## config.mk

```make
export PLATFORM = sky130hd
export DESIGN_NAME = scancode_set1_to_ascii
export DESIGN_NICKNAME = d
export VERILOG_FILES = /design/src/rtl/sc1a_pkg.sv /design/src/rtl/scancode_set1_to_ascii.sv
export SDC_FILE = /design/constraint.sdc
export NUM_CORES = 1
export LEC_CHECK = 0
export BUFFER_PORTS_ARGS = -buffer_cell sky130_fd_sc_hd__buf_2
export CAP_MARGIN = 20
export CORE_ASPECT_RATIO = 1.1
export CORE_MARGIN = 3
export CORE_UTILIZATION = 54
export DETAILED_ROUTE_END_ITERATION = 7
export PLACE_DENSITY = 0.86
export SLEW_MARGIN = 20
export SYNTH_ARGS = -nofsm -noshare
export SYNTH_HDL_FRONTEND = slang
export SYNTH_SLANG_ARGS = --single-unit
```

## constraint.sdc

```tcl
create_clock -name clock -period 3.6 [get_ports clock]
set_clock_uncertainty 0.1 [all_clocks]
set_input_delay 0.18 -clock clock [delete_from_list [all_inputs] [get_ports clock]]
set_output_delay 0.18 -clock clock [all_outputs]
set_load 0.1 [all_outputs]
```

## src/rtl/sc1a_pkg.sv

```systemverilog
// Package for the set 1 scancode decoder: scancode constants and the
// character ROM lookup. No dependencies.

package sc1a_pkg;

   localparam logic [7:0] PREFIX_BYTE = 8'hE0;
   localparam logic [7:0] LAST_KEY    = 8'h3A;

   localparam logic [6:0] KEY_LCTRL   = 7'h1D;
   localparam logic [6:0] KEY_LSHIFT  = 7'h2A;
   localparam logic [6:0] KEY_RSHIFT  = 7'h36;
   localparam logic [6:0] KEY_ALT     = 7'h38;
   localparam logic [6:0] KEY_CAPS    = 7'h3A;

   localparam int unsigned CHAR_WIDTH = 7;

   // Digit and symbol keys: caps lock has no effect on them.
   function automatic logic shift_only_key(input logic [5:0] code);
      return (code < 6'h0E) || (code == 6'h29) || (code == 6'h1A) ||
             (code == 6'h1B) || (code == 6'h2B) || (code == 6'h27) ||
             (code == 6'h28) || (code == 6'h33) || (code == 6'h34) ||
             (code == 6'h35);
   endfunction

   // Character ROM, {normal, shifted}. Zero marks a modifier or unused key.
   function automatic logic [CHAR_WIDTH-1:0] key_char(input logic [5:0] code,
                                                      input logic       upper);
      logic [2*CHAR_WIDTH-1:0] pair;
      unique case (code)
         6'h01: pair = {7'h1B, 7'h1B};
         6'h02: pair = {7'h31, 7'h21};
         6'h03: pair = {7'h32, 7'h40};
         6'h04: pair = {7'h33, 7'h23};
         6'h05: pair = {7'h34, 7'h24};
         6'h06: pair = {7'h35, 7'h25};
         6'h07: pair = {7'h36, 7'h5E};
         6'h08: pair = {7'h37, 7'h26};
         6'h09: pair = {7'h38, 7'h2A};
         6'h0A: pair = {7'h39, 7'h28};
         6'h0B: pair = {7'h30, 7'h29};
         6'h0C: pair = {7'h2D, 7'h5F};
         6'h0D: pair = {7'h3D, 7'h2B};
         6'h0E: pair = {7'h08, 7'h08};
         6'h0F: pair = {7'h09, 7'h09};
         6'h10: pair = {7'h71, 7'h51};
         6'h11: pair = {7'h77, 7'h57};
         6'h12: pair = {7'h65, 7'h45};
         6'h13: pair = {7'h72, 7'h52};
         6'h14: pair = {7'h74, 7'h54};
         6'h15: pair = {7'h79, 7'h59};
         6'h16: pair = {7'h75, 7'h55};
         6'h17: pair = {7'h69, 7'h49};
         6'h18: pair = {7'h6F, 7'h4F};
         6'h19: pair = {7'h70, 7'h50};
         6'h1A: pair = {7'h5B, 7'h7B};
         6'h1B: pair = {7'h5D, 7'h7D};
         6'h1C: pair = {7'h0D, 7'h0D};
         6'h1E: pair = {7'h61, 7'h41};
         6'h1F: pair = {7'h73, 7'h53};
         6'h20: pair = {7'h64, 7'h44};
         6'h21: pair = {7'h66, 7'h46};
         6'h22: pair = {7'h67, 7'h47};
         6'h23: pair = {7'h68, 7'h48};
         6'h24: pair = {7'h6A, 7'h4A};
         6'h25: pair = {7'h6B, 7'h4B};
         6'h26: pair = {7'h6C, 7'h4C};
         6'h27: pair = {7'h3B, 7'h3A};
         6'h28: pair = {7'h27, 7'h22};
         6'h29: pair = {7'h60, 7'h7E};
         6'h2B: pair = {7'h5C, 7'h7C};
         6'h2C: pair = {7'h7A, 7'h5A};
         6'h2D: pair = {7'h78, 7'h58};
         6'h2E: pair = {7'h63, 7'h43};
         6'h2F: pair = {7'h76, 7'h56};
         6'h30: pair = {7'h62, 7'h42};
         6'h31: pair = {7'h6E, 7'h4E};
         6'h32: pair = {7'h6D, 7'h4D};
         6'h33: pair = {7'h2C, 7'h3C};
         6'h34: pair = {7'h2E, 7'h3E};
         6'h35: pair = {7'h2F, 7'h3F};
         6'h37: pair = {7'h2A, 7'h2A};
         6'h39: pair = {7'h20, 7'h20};
         default: pair = '0;
      endcase
      return upper ? pair[CHAR_WIDTH-1:0] : pair[2*CHAR_WIDTH-1:CHAR_WIDTH];
   endfunction

endpackage

```

## src/rtl/scancode_set1_to_ascii.sv

```systemverilog
// Set 1 scancode to ASCII decoder: modifier/prefix state and a result register.
// Depends on sc1a_pkg (constants, character ROM).
//
//  channel  ports                                            dir   handshake
//  req      req_scan_byte                                    in    req_valid/req_ready
//  rsp      rsp_char_code, rsp_unknown_key, rsp_ctrl_held,   out   rsp_valid/rsp_ready
//           rsp_alt_held
//
// One byte per cycle unless stalled: lookup and flag update sit between
// the request port and one result register. A result appears the cycle
// after its transfer. Prefix, break and modifier bytes give no result.
// req_ready is low only while a result waits and rsp_ready is low.
// Synchronous reset clears the prefix and modifier flags and the result valid.

module scancode_set1_to_ascii (
   input  logic       clock,
   input  logic       reset,
   input  logic       req_valid,
   output logic       req_ready,
   input  logic [7:0] req_scan_byte,
   output logic       rsp_valid,
   input  logic       rsp_ready,
   output logic [sc1a_pkg::CHAR_WIDTH-1:0] rsp_char_code,
   output logic       rsp_unknown_key,
   output logic       rsp_ctrl_held,
   output logic       rsp_alt_held
);
   import sc1a_pkg::*;

   logic prefix_ff, prefix_in;
   logic ctrl_ff, ctrl_in;
   logic shift_ff, shift_in;
   logic alt_ff, alt_in;
   logic caps_ff, caps_in;

   logic                  rsp_valid_ff, rsp_valid_in;
   logic [CHAR_WIDTH-1:0] char_ff, char_in;
   logic                  unknown_ff, unknown_in;
   logic                  ctrl_held_ff, alt_held_ff;

   logic                  accept;
   logic                  emit;
   logic                  ext;
   logic [6:0]            low7;
   logic                  known_key;
   logic                  upper;
   logic [CHAR_WIDTH-1:0] ch;

   assign req_ready = !rsp_valid_ff || rsp_ready;
   assign accept    = req_valid && req_ready;
   assign ext       = prefix_ff;
   assign low7      = req_scan_byte[6:0];

   assign known_key = ext ? (low7 == KEY_ALT || low7 == KEY_LCTRL)
                          : (req_scan_byte != '0 && req_scan_byte <= LAST_KEY);
   // extended codes never count as shift-only keys
   assign upper = (!ext && shift_only_key(req_scan_byte[5:0])) ? shift_ff
                                                              : (shift_ff || caps_ff);
   assign ch    = known_key ? key_char(req_scan_byte[5:0], upper) : '0;

   always_comb begin
      prefix_in  = prefix_ff;
      ctrl_in    = ctrl_ff;
      shift_in   = shift_ff;
      alt_in     = alt_ff;
      caps_in    = caps_ff;
      emit       = 1'b0;
      char_in    = ch;
      unknown_in = 1'b0;
      if (accept) begin
         prefix_in = (req_scan_byte == PREFIX_BYTE);
         if (req_scan_byte == PREFIX_BYTE) begin
            prefix_in = 1'b1;
         end else if (req_scan_byte[7]) begin
            if (low7 == KEY_LCTRL) ctrl_in = 1'b0;
            if (low7 == KEY_ALT)   alt_in  = 1'b0;
            if (!ext && (low7 == KEY_LSHIFT || low7 == KEY_RSHIFT)) shift_in = 1'b0;
         end else if (known_key) begin
            if (ch != '0) begin
               emit = 1'b1;
            end else begin
               if (low7 == KEY_LCTRL)                        ctrl_in  = 1'b1;
               if (low7 == KEY_ALT)                          alt_in   = 1'b1;
               if (low7 == KEY_LSHIFT || low7 == KEY_RSHIFT) shift_in = 1'b1;
               if (low7 == KEY_CAPS)                         caps_in  = !caps_ff;
            end
         end else begin
            emit       = 1'b1;
            char_in    = '0;
            unknown_in = 1'b1;
         end
      end
   end

   always_comb begin
      if (accept) begin
         rsp_valid_in = emit;
      end else if (rsp_ready) begin
         rsp_valid_in = 1'b0;
      end else begin
         rsp_valid_in = rsp_valid_ff;
      end
   end

   always_ff @(posedge clock) begin
      if (reset) begin
         prefix_ff    <= 1'b0;
         ctrl_ff      <= 1'b0;
         shift_ff     <= 1'b0;
         alt_ff       <= 1'b0;
         caps_ff      <= 1'b0;
         rsp_valid_ff <= 1'b0;
      end else begin
         prefix_ff    <= prefix_in;
         ctrl_ff      <= ctrl_in;
         shift_ff     <= shift_in;
         alt_ff       <= alt_in;
         caps_ff      <= caps_in;
         rsp_valid_ff <= rsp_valid_in;
      end
   end

   always_ff @(posedge clock) begin
      if (emit) begin
         char_ff      <= char_in;
         unknown_ff   <= unknown_in;
         ctrl_held_ff <= ctrl_ff;
         alt_held_ff  <= alt_ff;
      end
   end

   assign rsp_valid       = rsp_valid_ff;
   assign rsp_char_code   = char_ff;
   assign rsp_unknown_key = unknown_ff;
   assign rsp_ctrl_held   = ctrl_held_ff;
   assign rsp_alt_held    = alt_held_ff;

   // a prefix transfer leaves no result behind and arms the prefix flag
   a_prefix_no_result: assert property (@(posedge clock) disable iff (reset)
      (accept && req_scan_byte == PREFIX_BYTE) |=> (!rsp_valid_ff && prefix_ff))
      else $error("prefix byte produced a result or lost the prefix flag");

   a_unknown_zero_char: assert property (@(posedge clock) disable iff (reset)
      (rsp_valid_ff && unknown_ff) |-> (char_ff == '0))
      else $error("unknown key result with nonzero character");

   a_caps_toggle: assert property (@(posedge clock) disable iff (reset)
      (accept && !prefix_ff && req_scan_byte == {1'b0, KEY_CAPS})
      |=> (caps_ff != $past(caps_ff)))
      else $error("caps lock make did not toggle");

   a_prefix_one_shot: assert property (@(posedge clock) disable iff (reset)
      (accept && req_scan_byte != PREFIX_BYTE) |=> !prefix_ff)
      else $error("prefix flag survived a non-prefix byte");

   a_reset_clears: assert property (@(posedge clock)
      $past(reset) |-> (!rsp_valid_ff && !caps_ff && !prefix_ff))
      else $error("state not cleared by reset");

endmodule

```

# Yosys cells after proc, flatten, opt, wreduce, memory -nomap -nowiden
# Memories as Yosys holds them, arrays and structs flattened.
# Index checks and enable logic that the tools add are counted.
# word_totals
mem_count	1
reg_bits	16
word_cells	96
romBits	896
input_bits	12
# classes
mux	32
n_eq_ne	17
n_lt_le_gt_ge	2
bitwise_logic	4
reduce_logical	30
# mem_list
memory	depth	width	rd	rd_clocked_by_memory_dff	wr	line_no	rtl
(no name shown)	64	14	1	0	0	sc1a_pkg.sv:29	unique case (code)
# op_table
op	n
$eq A6 B6 Y1 const B	7
$mux W7	6
$eq A7 B6 Y1 const B	4
$mux W1	26
$logic_or A1 B1 Y1	13
$eq A6 B5 Y1 const B	2
$reduce_and A6 Y1	2
$reduce_and A5 Y1	2
$eq A8 B8 Y1 const B	1
$le A8 B6 Y1 const B	1
$reduce_bool A8 Y1	1
$eq A7 B5 Y1 const B	1
$reduce_bool A7 Y1	1
$lt A6 B4 Y1 const B	1
$reduce_bool A2 Y1	3
$logic_and A1 B1 Y1	4
$not A1 Y1	4
$logic_not A1 Y1	3
$reduce_or A3 Y1	1
$ne A2 B1 Y1 const B	1
$ne A2 B2 Y1 const B	1

# Logic depth before layout (Yosys ltp)
# depth
word_depth	21
mapped_depth	12
mapped_depth_nobuf	10

# Worst setup path after synthesis
# Ideal clock, no wire load.
# synth_timing
kind	input to register
start	input port req_scan_byte[1]
end	register alt_held_ff, in the netlist rsp_alt_held (enable)
path_buffers	2
path_slack_ns	0.242
t_arrival_ns	2.881
stages	11
t_required_ns	3.124
path_cell_list	clkbuf_1 inv_1 ha_1 buf_2 nor3b_1 nor4_2 o41ai_4 nor4_2 a2111oi_4 nor4_4 nor2_1
# synth_between
elab_chain_cells	20
# synth_rtl
item	line_no	rtl
start, declared	scancode_set1_to_ascii.sv:20	input logic [7:0] req_scan_byte,
$lt A6 B4 Y1 or $eq A6 B6 Y1 (tied branches)	sc1a_pkg.sv:19	return (code < 6'h0E) || (code == 6'h29) || (code == 6'h1A) ||
$logic_or A1 B1 Y1 (3 in a row)	sc1a_pkg.sv:19	
$logic_or A1 B1 Y1 (3 in a row)	sc1a_pkg.sv:20	(code == 6'h1B) || (code == 6'h2B) || (code == 6'h27) ||
$logic_or A1 B1 Y1 (3 in a row)	sc1a_pkg.sv:21	(code == 6'h28) || (code == 6'h33) || (code == 6'h34) ||
$logic_and A1 B1 Y1	scancode_set1_to_ascii.sv:57	assign upper = (!ext && shift_only_key(req_scan_byte[5:0])) ? shift_ff
$mux W1	scancode_set1_to_ascii.sv:57	
$mux W7	sc1a_pkg.sv:85	return upper ? pair[CHAR_WIDTH-1:0] : pair[2*CHAR_WIDTH-1:CHAR_WIDTH];
$mux W7	scancode_set1_to_ascii.sv:59	assign ch = known_key ? key_char(req_scan_byte[5:0], upper) : '0;
$reduce_bool A7 Y1	scancode_set1_to_ascii.sv:79	if (ch != '0) begin
$mux W1	scancode_set1_to_ascii.sv:79	
$mux W1	scancode_set1_to_ascii.sv:78	end else if (known_key) begin
$mux W1	scancode_set1_to_ascii.sv:74	end else if (req_scan_byte[7]) begin
$mux W1 (*)	scancode_set1_to_ascii.sv:72	if (req_scan_byte == PREFIX_BYTE) begin
$mux W1 (*)	scancode_set1_to_ascii.sv:70	if (accept) begin
via emit	scancode_set1_to_ascii.sv:42	logic emit;
end signal, assigned	scancode_set1_to_ascii.sv:128	alt_held_ff <= alt_ff;
end, declared	scancode_set1_to_ascii.sv:39	logic ctrl_held_ff, alt_held_ff;
# Mark *: on every way through the listed nets, which the timed path passes. The rest lies on a longest branch.
# A chain may end at the register's enable or synchronous reset.

# Worst setup path after layout
# layout_timing
start	input port req_scan_byte[1]
end	register char_ff[4], in the netlist rsp_char_code[4] (enable)
# layout_between
elab_chain_cells	20
# layout_rtl
item	line_no	rtl
$lt A6 B4 Y1 or $eq A6 B6 Y1 (tied branches)	sc1a_pkg.sv:19	
$logic_or A1 B1 Y1 (3 in a row)	sc1a_pkg.sv:19	
$logic_or A1 B1 Y1 (3 in a row)	sc1a_pkg.sv:20	
$logic_or A1 B1 Y1 (3 in a row)	sc1a_pkg.sv:21	
$logic_and A1 B1 Y1	scancode_set1_to_ascii.sv:57	
$mux W1	scancode_set1_to_ascii.sv:57	
$mux W7	sc1a_pkg.sv:85	
$mux W7	scancode_set1_to_ascii.sv:59	
$reduce_bool A7 Y1	scancode_set1_to_ascii.sv:79	
$mux W1	scancode_set1_to_ascii.sv:79	
$mux W1	scancode_set1_to_ascii.sv:78	
$mux W1	scancode_set1_to_ascii.sv:74	
$mux W1 (*)	scancode_set1_to_ascii.sv:72	
$mux W1 (*)	scancode_set1_to_ascii.sv:70	
via emit	scancode_set1_to_ascii.sv:42	
end signal, assigned	scancode_set1_to_ascii.sv:125	char_ff <= char_in;
end, declared	scancode_set1_to_ascii.sv:37	logic [CHAR_WIDTH-1:0] char_ff, char_in;
# Marked as above.

==> impl_metrics.tcl <==
set metrics [dict create \
    outcome "completed" \
    cp.arrival_ps 2880 \
    synth_warnings 0 \
    fillCellCount 315 \
    crit_chain "buf_2 > inv_1 > ha_1 > nor3b_1 > nor4_2 > o41ai_4 > o21ai_0 > o311a_1 > nor4_4 > nor2_1 > buf_4" \
    multiInputGateArea_mm2 0.00150 \
    cts_setup_buffers 0 \
    drtAntennaViolNets 0 \
    synth_commonest_cells "31 x a21oi_1, 24 x nor2_1, 18 x nand2_1" \
    clockRootBuffer "clkbuf_4" \
    ys_types 61 \
    setup_ws_ps 662 \
    post-place-ws_ps 419 \
    io_pins 24 \
    largest_register_ffs 7 \
    routed_via_density 6.62 \
    ir_drop_uv 96.6 \
    grt_pass1_vias 1864 \
    critical-path-top-delay-family "compound AO/OA/AOI/OAI gates" \
    synthArstFlopShare 0 \
    coreArea_mm2 0.00350 \
    met2WireLength_mm 2.67 \
    yosys.area.top_type_share 0.145 \
    insertion_delay_ps 290 \
    seqPwrFrac 0.359 \
    syn_avg_cell_area_um2 7.82 \
    critPathSlowestCell "o41ai_4" \
    grt_overflow 0 \
    start_util 0.591 \
    slowest_delay_ps 560 \
    path_max_fanout 17 \
    switchingPower_w 0.000231 \
    port_buffers 23 \
    synth_seq_area_share 0.204 \
    synth.mux.area_fraction 0.0460 \
    synthesis.nets 289 \
    track_usage 0.250 \
    p_int_w 0.000337 \
    synth_top_family_by_area "compound AO/OA/AOI/OAI gates" \
    end_kind "register" \
    antenna_found_initial 0 \
    power.total_w 0.000568 \
    finalSetupTns_ps 0 \
    finalSetupViolations 0 \
    clk_pin_slew_ps 90 \
    critPathBufInv 3 \
    worstMarginPinSlew_ps 577 \
    hpwlAfterDp_mm 4.26 \
    num_vias 2158 \
    seqCellArea_um2 420 \
    max_slew_margin 0.614 \
    wl_met1_mm 2.08 \
    cts_hold_buffers 0 \
    hp-class "in -> reg" \
    fin_crit_sh 0.816 \
    swShare 0.407 \
    synthFlopType "edfxtp_1" \
    synth_area_mm2 0.00207 \
    finalNonFillerCells 326 \
    synthCells 264 \
    n_antenna_cell 0 \
    p_clk_frac 0.202 \
    power_frac_comb 0.439 \
    yosysTopAreaCell "edfxtp_1" \
    die_h_um 70.9 \
    max-clock-path-buffers 2 \
    synth_edf_count 10 \
    start_kind "input port" \
    placed_cells 322 \
    cts_tree "done" \
    totalWireLength_mm 5.63 \
    syn2layout_area_growth_pct 7.39 \
    drive_gt1_frac 0.183 \
    critPathKind "in -> reg" \
    synth_most_common_cell "a21oi_1" \
    timing.max_cap.violations 0 \
    cts_max_level 1 \
    critPathRequiredTime_ps 3540 \
    route.top_layer_used "met4" \
    synth-compound-area-share 0.312 \
    dieWidth_um 65.0 \
    grt_max_degree 44 \
    synth_xor_area_frac 0.00424 \
    ys_top_cells_by_area "edfxtp_1 15%, ha_1 7.9%, a21oi_1 7.5%" \
    numCtsBuffers 3 \
    die-area_mm2 0.00460 \
    rsz0062_at_grt "false" \
    slew_violations 0 \
    rows 22 \
    drc 0 \
    cts_resized 0 \
    nets 304 \
    synthSimpleGateAreaFrac 0.287 \
    leakage_nw 0.868 \
    min_period_ps 2940 \
    drt_iter0_drc 209 \
    grt_pass1_wl_mm 9.03 \
    cts.sink_count 16 \
    drt_first_pass_iters 5 \
    power_density_mw_per_mm2 256 \
    synth-seq-cells 16 \
    fmax_mhz 340 \
    wl_met3_um 627 \
    hold_viol_final 0 \
    synth-adder-area-share 0.0787 \
    gp_congestion 1.01 \
    wl_per_cell_um 17.3 \
]
==> metrics by stage <==
step                hold WS [ps]  utilization  area, um^2
CTS                         20.8        0.635        2220
global placement             323        0.624        2180
detailed placement           325        0.624        2180
finish                      28.3        0.635        2220
global route                29.6        0.635        2220
floorplan                    152            -        2070
==> final timing paths <==
kind,to,slack (ps),start,cells past startpoint
worst max-delay path,rsp_char_code[4]$_DFFE_PP_,660,req_scan_byte[1],11
worst min-delay path,caps_ff$_SDFFE_PP0P_,30,reset,2
worst max register to register,rsp_char_code[4]$_DFFE_PP_,1150,caps_ff$_SDFFE_PP0P_,7
worst min register to register,rsp_alt_held$_DFFE_PP_,350,alt_ff$_SDFFE_PP0P_,0
==> kinds of logic (layout without fill, tap and decap cells) <==
group | count (synthesis) | in the layout
AO/OA/AOI/OAI | 92 | 92
XOR/XNOR | 1 | 1
adder cells (fa/ha/maj) | 13 | 13
buffers and inverters | 29 | 43
flip-flops | 16 | 16
multiplexers | 8 | 8
AND/OR/NAND/NOR | 105 | 105
==> cell usage in the layout, fill, tap and decap left out, types with 3 or more instances in the layout <==
| cell | n |
|---|---|
| nand2_1 | 18 |
| and2_1 | 3 |
| clkbuf_4 | 3 |
| inv_1 | 9 |
| or3_1 | 3 |
| and3_1 | 4 |
| a311oi_1 | 3 |
| o21ai_0 | 17 |
| nor2_1 | 24 |
| a31oi_1 | 5 |
| ha_1 | 13 |
| or2_2 | 3 |
| o211ai_1 | 4 |
| buf_4 | 6 |
| o22ai_1 | 4 |
| nand3_1 | 10 |
| edfxtp_1 | 10 |
| nor2b_1 | 4 |
| nand2b_1 | 12 |
| dfxtp_1 | 6 |
| buf_2 | 23 |
| a21oi_1 | 31 |
| nor3_1 | 7 |
| a31o_1 | 3 |
| mux2i_1 | 5 |
==> per-layer routing <==
metal  track usage  vias to the layer above
met3        0.0349                       29
met2         0.397                      152
li1              -                     1015
met4         0.143                        0
met1         0.321                      962
met5             0                        -
==> power by group through the flow <==
stage | combinational, W | sequential, W | clock, W
2_1_floorplan | 0.000146 | 0.000253 | 0
3_3_place_gp | 0.000242 | 0.000209 | 0
3_5_place_dp | 0.000242 | 0.000209 | 0
4_1_cts | 0.000243 | 0.000204 | 0.000115
5_1_grt | 0.000266 | 0.000205 | 0.000124
6_report | 0.000249 | 0.000204 | 0.000115
==> worst register-to-register path, delay by kind of cell (launching register included) <==
| family | cells | cell delay (ps) |
|---|---|---|
| buf+inv | 2 | 280 |
| flops | 1 | 340 |
| simple gates | 2 | 450 |
| compound gates | 3 | 1030 |
==> final cells by class <==
type,count,area share
clock buffer,4,0.0164
inverter,10,0.0169
multi-input combinational,219,0.678
sequential,16,0.190
tap,48,0.0271
timing repair buffer,29,0.0722
Power figures use the tool's default switching activity.
